===== src/sv/bb3_pkg.sv =====
`timescale 1ns / 1ps

package bb3_pkg;

   // Width of a coordinate on the result channel
   localparam int CoordW = 10;

   // Width of a configuration register
   localparam int CsrW = 11;

   // Reciprocal scaling for the rounded division
   localparam int RecipShift = 18;
   localparam int RecipW = 18;

   // Configuration register indexes
   typedef enum logic {
      CSR_IMAGE_WIDTH  = 1'b0,
      CSR_IMAGE_HEIGHT = 1'b1
   } csr_index_type;

   // Incoming pixel word, also the storage format of line stores and window
   typedef struct packed {
      logic [7:0] in_red;
      logic [7:0] in_green;
      logic [7:0] in_blue;
   } req_word_type;

   // Result word
   typedef struct packed {
      logic [7:0]        out_red;
      logic [7:0]        out_green;
      logic [7:0]        out_blue;
      logic [CoordW-1:0] out_row;
      logic [CoordW-1:0] out_column;
      logic              run_last;
   } rsp_word_type;

   // Position of a pixel and the edge flags the result sequencer needs
   typedef struct packed {
      logic [CoordW-1:0] row;
      logic [CoordW-1:0] col;
      logic [CoordW-1:0] col_last;
      logic              row_ge1;
      logic              row_ge2;
      logic              col_ge1;
      logic              col_ge2;
      logic              row_end;
      logic              last_row;
   } item_type;

endpackage


===== src/sv/bb3_emit.sv =====
`timescale 1ns / 1ps

module bb3_emit (
   input  logic                             clock,
   input  logic                             reset,
   input  logic                             item_valid,
   input  bb3_pkg::item_type                item,
   input  bb3_pkg::req_word_type [2:0][2:0] window,
   output logic                             item_ready,
   output logic                             rsp_valid,
   input  logic                             rsp_ready,
   output bb3_pkg::rsp_word_type            rsp_data
);

   localparam int SumW = 12;
   localparam int NumW = 13;
   localparam int ProdW = NumW + bb3_pkg::RecipW;

   // reciprocal of 2n, scaled by 2^RecipShift and rounded up
   function automatic logic [bb3_pkg::RecipW-1:0] recip(input logic [3:0] n);
      logic [bb3_pkg::RecipW-1:0] m;
      case (n)
         4'd1:    m = 18'd131072;
         4'd2:    m = 18'd65536;
         4'd3:    m = 18'd43691;
         4'd4:    m = 18'd32768;
         4'd6:    m = 18'd21846;
         4'd9:    m = 18'd14564;
         default: m = '0;
      endcase
      return m;
   endfunction

   // sequencer: pending results of the word in hand
   logic [3:0]        pend_ff;
   logic [3:0]        pend_in;
   bb3_pkg::item_type item_ff;
   logic [3:0]        sel;
   logic [3:0]        rest;
   logic [3:0]        new_mask;
   logic              issue;
   logic              take;

   // sum stage
   logic                    s3_valid_ff;
   logic [SumW-1:0]         s3_sum_red_ff;
   logic [SumW-1:0]         s3_sum_green_ff;
   logic [SumW-1:0]         s3_sum_blue_ff;
   logic [3:0]              s3_n_ff;
   logic [bb3_pkg::CoordW-1:0] s3_row_ff;
   logic [bb3_pkg::CoordW-1:0] s3_col_ff;
   logic                    s3_last_ff;
   logic                    s3_free;
   logic                    s3_adv;

   // output stage
   logic                  rsp_valid_ff;
   bb3_pkg::rsp_word_type rsp_data_ff;

   logic                       upper;
   logic                       at_end;
   logic [1:0]                 rlo;
   logic [1:0]                 clo;
   logic [1:0]                 nr;
   logic [1:0]                 nc;
   logic [3:0]                 n;
   logic [SumW-1:0]            sum_red;
   logic [SumW-1:0]            sum_green;
   logic [SumW-1:0]            sum_blue;
   logic [bb3_pkg::CoordW-1:0] row_out;
   logic [bb3_pkg::CoordW-1:0] col_out;

   logic [bb3_pkg::RecipW-1:0] m;
   logic [ProdW-1:0]           prod_red;
   logic [ProdW-1:0]           prod_green;
   logic [ProdW-1:0]           prod_blue;

   // handshakes along the pipe
   assign s3_adv  = ~rsp_valid_ff | rsp_ready;
   assign s3_free = ~s3_valid_ff | s3_adv;
   assign sel     = pend_ff & (~pend_ff + 4'd1);
   assign rest    = pend_ff & ~sel;
   assign issue   = (pend_ff != '0) & s3_free;
   assign item_ready = (pend_ff == '0) | (issue & (rest == '0));
   assign take    = item_valid & item_ready;

   // results of a word, in output order
   assign new_mask = {item.last_row & item.row_end,
                      item.last_row & item.col_ge1,
                      item.row_ge1  & item.row_end,
                      item.row_ge1  & item.col_ge1};

   always_comb begin
      pend_in = pend_ff;
      if (take) begin
         pend_in = new_mask;
      end else if (issue) begin
         pend_in = rest;
      end
   end

   // neighbourhood bounds of the selected result
   always_comb begin
      upper  = sel[0] | sel[1];
      at_end = sel[1] | sel[3];
      if (upper) begin
         rlo = item_ff.row_ge2 ? 2'd0 : 2'd1;
      end else begin
         rlo = item_ff.row_ge1 ? 2'd1 : 2'd2;
      end
      if (at_end) begin
         clo = item_ff.col_ge1 ? 2'd1 : 2'd2;
      end else begin
         clo = item_ff.col_ge2 ? 2'd0 : 2'd1;
      end
      nr = 2'd3 - rlo;
      nc = 2'd3 - clo;
      n  = 4'(nr) * 4'(nc);
      row_out = upper  ? (item_ff.row - 10'd1) : item_ff.row;
      col_out = at_end ? item_ff.col_last      : (item_ff.col - 10'd1);
   end

   // add up the cells inside the frame
   always_comb begin
      sum_red   = '0;
      sum_green = '0;
      sum_blue  = '0;
      for (int a = 0; a < 3; a++) begin
         for (int b = 0; b < 3; b++) begin
            if ((a >= int'(rlo)) && (b >= int'(clo))) begin
               sum_red   = sum_red   + SumW'(window[a][b].in_red);
               sum_green = sum_green + SumW'(window[a][b].in_green);
               sum_blue  = sum_blue  + SumW'(window[a][b].in_blue);
            end
         end
      end
   end

   // rounded mean: (2*sum + n) / (2n) by reciprocal multiplication
   always_comb begin
      m = recip(s3_n_ff);
      prod_red   = ProdW'({s3_sum_red_ff, 1'b0} + NumW'(s3_n_ff)) * ProdW'(m);
      prod_green = ProdW'({s3_sum_green_ff, 1'b0} + NumW'(s3_n_ff)) * ProdW'(m);
      prod_blue  = ProdW'({s3_sum_blue_ff, 1'b0} + NumW'(s3_n_ff)) * ProdW'(m);
   end

   // control state
   always_ff @(posedge clock) begin
      if (reset) begin
         pend_ff      <= '0;
         s3_valid_ff  <= 1'b0;
         rsp_valid_ff <= 1'b0;
      end else begin
         pend_ff <= pend_in;
         if (issue) begin
            s3_valid_ff <= 1'b1;
         end else if (s3_adv) begin
            s3_valid_ff <= 1'b0;
         end
         if (s3_valid_ff & s3_adv) begin
            rsp_valid_ff <= 1'b1;
         end else if (rsp_ready) begin
            rsp_valid_ff <= 1'b0;
         end
      end
   end

   // payload
   always_ff @(posedge clock) begin
      if (take) begin
         item_ff <= item;
      end
      if (issue) begin
         s3_sum_red_ff   <= sum_red;
         s3_sum_green_ff <= sum_green;
         s3_sum_blue_ff  <= sum_blue;
         s3_n_ff         <= n;
         s3_row_ff       <= row_out;
         s3_col_ff       <= col_out;
         s3_last_ff      <= (rest == '0);
      end
      if (s3_valid_ff & s3_adv) begin
         rsp_data_ff.out_red    <= prod_red[bb3_pkg::RecipShift +: 8];
         rsp_data_ff.out_green  <= prod_green[bb3_pkg::RecipShift +: 8];
         rsp_data_ff.out_blue   <= prod_blue[bb3_pkg::RecipShift +: 8];
         rsp_data_ff.out_row    <= s3_row_ff;
         rsp_data_ff.out_column <= s3_col_ff;
         rsp_data_ff.run_last   <= s3_last_ff;
      end
   end

   assign rsp_valid = rsp_valid_ff;
   assign rsp_data  = rsp_data_ff;

endmodule

===== config.mk =====
export PLATFORM = sky130hd
export DESIGN_NAME = bb3_emit
export DESIGN_NICKNAME = d
export VERILOG_FILES = /design/src/sv/bb3_pkg.sv /design/src/sv/bb3_emit.sv
export SDC_FILE = /design/constraint.sdc
export NUM_CORES = 2
export LEC_CHECK = 0
export CAP_MARGIN = 15
export CORE_ASPECT_RATIO = 0.5
export CORE_MARGIN = 2
export CORE_UTILIZATION = 60
export DETAILED_ROUTE_END_ITERATION = 8
export DONT_BUFFER_PORTS = 1
export HOLD_SLACK_MARGIN = 0.1
export PLACE_DENSITY = 0.78
export RECOVER_POWER = 25
export SYNTH_ARGS = -nofsm -noshare
export SYNTH_HDL_FRONTEND = slang
export SYNTH_SLANG_ARGS = --single-unit

===== constraint.sdc =====
create_clock -name clock -period 10.35 [get_ports clock]
set_input_delay 0.5175 -clock clock [delete_from_list [all_inputs] [get_ports clock]]
set_output_delay 0.5175 -clock clock [all_outputs]
set_load 0.02 [all_outputs]

### Word-level counts from Yosys, hierarchy flattened

Index checks and enable logic that the tools add are counted.

* word-level logic and storage cells: 147
* input port bits: 256
* register bits: 146
* output and inout bits: 47

* equality and inequality tests: 6
* reductions and logical operators: 15
* $mul: 4
* mux-type cells: 42
* $lt $le $gt $ge: 6
* $add $sub $neg: 32
* bitwise operators: 19

Operator list (number)
* $add 12x8->12: 24
* $mux 12: 24
* $pmux 18 s6: 1
* $mul 14x18->26: 3
* $add 13x4->14: 3
* $mux 8: 3
* $mux 10: 2
* $sub 10x1->10 const B: 2
* $logic_and 1x1->1: 9
* $and 1x1->1: 8
* $and 4x4->4: 2
* $eq 4x2->1 const B: 2
* $eq 4x3->1 const B: 2
* $ge 1x2->1 const A: 4
* $logic_not 4->1: 2
* $mux 2: 4
* $mux 4: 2
* $not 4->4: 2
* $mux 1: 6
* $reduce_bool 2->1: 3
* $or 1x1->1: 5
* $add 4x1->4 const B: 1
* $eq 4x1->1 const B: 1
* $eq 4x4->1 const B: 1
* other kinds (5): 8

### Longest topological paths before layout

* depth after elaboration: 24
* depth in mapped cells: 53
* gate-level depth less buffers: 49

### Least setup slack after synthesis

No wires, ideal clock.

* path kind: reg-to-reg
* start point: register pend_ff[2]
* end point: register s3_sum_blue_ff[11], data pin
* stages on the path, launching flop included: 44
* buffers on the path: 4
* slack: 1.263 ns
* arrival time: 8.827 ns
* cell sequence: dfxtp_1 buf_2 nor2b_2 o21bai_1 and2_1 clkbuf_1 clkbuf_1 clkbuf_1 and3_1 ha_1 inv_1 fa_1 nor2_1 fa_1 and3_1 inv_1 fa_1 o21ai_0 [8 not listed] fa_1 o21ai_0 inv_1 fa_1 a21oi_1 ha_1 a21o_1 a21oi_1 nor2b_1 o21a_1 o21a_1 o21a_1 o21ai_0 nand2b_1 a21oi_1 o21ai_0 and2_1 mux2_2

* cells in the longest elaborated chain, start to end: 24
* elaborated cells on any way between the ends: 34

Ends and longest elaborated chain
* start: declaration: RTL line bb3_emit.sv:35 `logic [3:0] pend_ff;`
* start signal: assignment: RTL line bb3_emit.sv:154 `pend_ff <= pend_in;`
* $not 4->4 *: RTL line bb3_emit.sv:81 `assign sel = pend_ff & (~pend_ff + 4'd1);`
* $add 4x1->4 *: RTL line bb3_emit.sv:81
* $and 4x4->4 *: RTL line bb3_emit.sv:81
* $or 1x1->1 *: RTL line bb3_emit.sv:105 `at_end = sel[1] | sel[3];`
* $mux 2 *: RTL line bb3_emit.sv:111 `if (at_end) begin`
* $ge 1x2->1: RTL line bb3_emit.sv:130 `if ((a >= int'(rlo)) && (b >= int'(clo))) begin`
* $logic_and 1x1->1: RTL line bb3_emit.sv:130
* $mux 8: RTL line bb3_emit.sv:130
* [9 not listed]
* $mux 12: RTL line bb3_emit.sv:130
* $add 12x8->12: RTL line bb3_emit.sv:133 `sum_blue = sum_blue + SumW'(window[a][b].in_blue);`
* $mux 12: RTL line bb3_emit.sv:130
* $add 12x8->12: RTL line bb3_emit.sv:133
* $mux 12: RTL line bb3_emit.sv:130
* $add 12x8->12: RTL line bb3_emit.sv:133
* $mux 12 *: RTL line bb3_emit.sv:130
* via sum_blue[11]: RTL line bb3_emit.sv:69 `logic [SumW-1:0] sum_blue;`
* end signal: assignment: RTL line bb3_emit.sv:176 `s3_sum_blue_ff <= sum_blue;`
* end: declaration: RTL line bb3_emit.sv:48 `logic [SumW-1:0] s3_sum_blue_ff;`

Mark *: on every way through the listed nets, which the timed path passes. The rest lies on a longest branch.
A chain may end at the register's enable or synchronous reset.

### Final worst setup path

* start point: register pend_ff[3]
* end point: register s3_sum_blue_ff[11], data pin

* cells in the longest elaborated chain, start to end: 24
* elaborated cells on any way between the ends: 34

Ends and longest elaborated chain (RTL line)
* $not 4->4: bb3_emit.sv:81
* $add 4x1->4: bb3_emit.sv:81
* $and 4x4->4 *: bb3_emit.sv:81
* $or 1x1->1 *: bb3_emit.sv:105
* $mux 2 *: bb3_emit.sv:111
* $ge 1x2->1: bb3_emit.sv:130
* $logic_and 1x1->1: bb3_emit.sv:130
* $mux 8: bb3_emit.sv:130
* [9 not listed]
* $mux 12: bb3_emit.sv:130
* $add 12x8->12: bb3_emit.sv:133
* $mux 12: bb3_emit.sv:130
* $add 12x8->12: bb3_emit.sv:133
* $mux 12: bb3_emit.sv:130
* $add 12x8->12: bb3_emit.sv:133
* $mux 12 *: bb3_emit.sv:130
* via sum_blue[11]: bb3_emit.sv:69

Marked as above.

==> results_dict.tcl <==
set metrics [dict create \
    ctsHtreeMaxLevel 4 \
    switching_power_mw 2.40 \
    top_usage_layer "met2" \
    antenna_found_initial 6 \
    core-area_mm2 0.0538 \
    die_area_mm2 0.0566 \
    cts_resized 0 \
    path_buf_inv 6 \
    finalSetupViolations 0 \
    timing.final.max_slew_violations 0 \
    die_y_um 169 \
    cts_tree "built" \
    muxShareOfSynthArea_pct 0.718 \
    fin_crit_ns 9.58 \
    sequentialPowerShare_pct 18.6 \
    fin_hold_ws_ns 0.118 \
    synth_cell_types 79 \
    syn_inst 3583 \
    route.detailed.drc 0 \
    cp_max_fo 24 \
    clockBufferDepth 2 \
    crit_family "adder cells" \
    finalCritPeriodShare_pct 92.5 \
    arrival_ns 9.78 \
    status "finished clean" \
    rr_endpoint "s3_sum_blue_ff[11]" \
    synth-simple-area-share_pct 12.7 \
    pwr-share-clk_pct 13.9 \
    cts_setup_buffers 0 \
    cts_root_buffer "clkbuf_16" \
    fin_setup_tns_ns 0 \
    ys_seq_elements 146 \
    peakVddDrop_mv 0.125 \
    globalRouteMet3Util_pct 7.54 \
    initial_core_util_pct 60.9 \
    grt_max_degree 62 \
    clkTransAtPathRegs_ns 0.09 \
    numClockSinks 146 \
    routabilityCongestion 0.985 \
    critPathKind "reg -> reg" \
    crit_top_cell "fa_1" \
    synth_top_family_by_area "adder cells" \
    rows 60 \
    grt_pass1_vias 25700 \
    ys_warn_count 0 \
    hold_viol 0 \
    cpPeakStageDelay_ns 0.51 \
    drtIter0Drc 1829 \
    synth_xor_xnor_area_share_pct 6.59 \
    dpl.hpwl_um 72100 \
    power.share.switching_pct 48.3 \
    max_slew.worst_pin.slew_ns 0.873 \
    clkLatencyLatePin_ns 0.47 \
    io_buffers 0 \
    grt_use_total_pct 30.3 \
    power.total_mw 4.97 \
    maxCapViolations 0 \
    fmax_ghz 0.104 \
    num_vias 24700 \
    worst_setup_path_end_kind "flip-flop" \
    synthAdderAreaFrac_pct 46.1 \
    avgViaCountPerCell 5.75 \
    crit_path_start_kind "flip-flop" \
    cts_made_buffers 17 \
    hold_end "pend_ff[1]" \
    dp_cells 4268 \
    synth_area_per_cell_um2 9.15 \
    ff2ff_setup_slack_ns 0.77 \
    p_leak_nw 17.0 \
    slowest_stage "fa_1" \
    yosysSeqAreaShare_pct 13.2 \
    use_met2_pct 51.1 \
    routed_wl_um 83900 \
    ys.flop_type "edfxtp_1" \
    min-delay-start "reset" \
    synth_compound_area_share_pct 12.0 \
    p_comb_share_pct 67.6 \
    r2r-start "pend_ff[3]" \
    dr.pass1.iters 6 \
    nets 4734 \
    ant_nets 0 \
    chipWidth_um 335 \
    synth_area_mm2 0.0328 \
    hold_path_depth 1 \
    areaGrowthSynthToFinish_pct 4.83 \
    io_pins 303 \
    layoutNonFillerInstCount 4305 \
    wl_per_cell_um 19.5 \
    synth_edf_count 140 \
    overflow 0 \
    slew_headroom_pct 41.6 \
    drive_above_1_share_pct 3.57 \
    cts.hold.buffers_added 0 \
    rr_worst_depth 39 \
    cp.required_ns 10.55 \
    p_int_mw 2.57 \
    async_reset_ff_share_pct 0 \
    grt_first_pass_wirelength_um 134000 \
    power.density_mw_per_mm2 145 \
    finClkSkew_ns 0.0444 \
    hold_path_class "in -> reg" \
    use_met1_pct 38.1 \
]
==> metrics by stage <==
stage | worst slack, ns | util [%] | cell area [µm²]
global route | -0.0532 | 63.8 | 34400
finish | 0.772 | 63.8 | 34400
floorplan | 1.26 | - | 32800
detailed placement | 0.318 | 62.6 | 33700
CTS | 0.265 | 63.8 | 34300
global placement | 0.761 | 62.6 | 33700
==> worst max-delay path by stage <==
stage	from	end	cells after the start
after floorplan	pend_ff[2]	s3_sum_blue_ff[11]	43
after global placement	pend_ff[1]	s3_sum_red_ff[11]	44
final	pend_ff[3]	s3_sum_blue_ff[11]	39
after detailed placement	pend_ff[1]	s3_sum_red_ff[11]	44
after global routing	pend_ff[3]	s3_sum_green_ff[10]	43
after CTS	pend_ff[1]	s3_sum_red_ff[11]	44
==> metal layers <==
| metal | vias up | wire length, µm |
|---|---|---|
| met3 | 167 | 7130 |
| li1 | 11600 | - |
| met1 | 12000 | 33700 |
| met5 | - | 0 |
| met2 | 967 | 39900 |
| met4 | 0 | 3220 |
==> flip-flops by register name (all words and copies together), names as in the netlist <==
signal and flops:
s3_sum_green_ff 12, s3_last_ff 1, s3_sum_blue_ff 12, s3_row_ff 10
pend_ff 4, s3_n_ff 4, s3_valid_ff 1, item_ff 34
s3_col_ff 10, rsp_data 45, s3_sum_red_ff 12, rsp_valid 1
==> cell usage after synthesis (all sizes together), types with 6 or more instances <==
library cell  number  area share (%)
or2               15            0.29
nor4               9            0.17
nand2b            26            0.50
nor2             299             3.4
o21bai            20            0.46
mux2              12            0.41
nor3              51            0.78
nand2            280             3.2
fa               501              31
and3              55             1.0
and2              41            0.78
a211oi            32            0.75
o211ai             9            0.21
inv              678             7.8
nand3             30            0.47
or3               13            0.25
a21boi            11            0.25
o22ai              6            0.11
dfxtp              6            0.37
edfxtp           140              13
mux2i             10            0.31
nor3b              6            0.14
xnor2            150             4.1
a21o              67             1.5
ha               403              15
nor2b             52             1.0
xor2              85             2.3
o21a              51             1.2
a21oi            160             2.4
buf                7           0.099
o31a              15            0.40
clkbuf            66            0.76
o21ai            162             2.5
o31ai             30            0.79
nand4             11            0.21
==> cell type report <==
type / count / area [µm²]
multi-input combinational: 2700 / 25700
fill: 4363 / 19500
sequential: 146 / 4330
inverter: 678 / 2540
tap: 713 / 892
clock buffer: 17 / 425
timing repair buffer: 31 / 229
clock inverter: 15 / 196
antenna: 5 / 12.5
==> placed cells by master (no fill, tap or decap), types with 6 or more instances in the layout <==
| cell | instances |
|---|---|
| inv_1 | 677 |
| fa_1 | 501 |
| ha_1 | 403 |
| nor2_1 | 296 |
| nand2_1 | 280 |
| a21oi_1 | 160 |
| o21ai_0 | 151 |
| xnor2_1 | 146 |
| edfxtp_1 | 140 |
| xor2_1 | 82 |
| a21o_1 | 67 |
| and3_1 | 55 |
| nor3_1 | 51 |
| nor2b_1 | 50 |
| o21a_1 | 50 |
| and2_1 | 39 |
| a211oi_1 | 31 |
| buf_4 | 30 |
| nand3_1 | 29 |
| nand2b_1 | 26 |
| o31ai_1 | 26 |
| o21bai_1 | 19 |
| clkbuf_16 | 17 |
| o31a_1 | 15 |
| conb_1 | 15 |
| or2_2 | 14 |
| or3_1 | 13 |
| mux2_2 | 12 |
| nand4_1 | 11 |
| a21boi_0 | 11 |
| o21ai_1 | 10 |
| mux2i_1 | 10 |
| o211ai_1 | 9 |
| nor4_1 | 9 |
| nor3b_1 | 6 |
| o22ai_1 | 6 |
==> power by group through the flow <==
stage	logic [mW]	clock network [mW]	registers, mW
floorplan	2.60	0	0.894
global placement	3.20	0	0.926
detailed placement	3.33	0	0.930
CTS	3.37	0.693	0.918
global route	3.86	0.713	0.932
finish	3.36	0.689	0.924
==> kinds of logic after synthesis <==
family,Yosys count
other cells,1
compound gates,613
xor+xnor,237
fa+ha+maj,909
mux,22
flops,146
simple gates,904
buf+inv,751
Note: power is estimated with default switching activity, not from simulation.
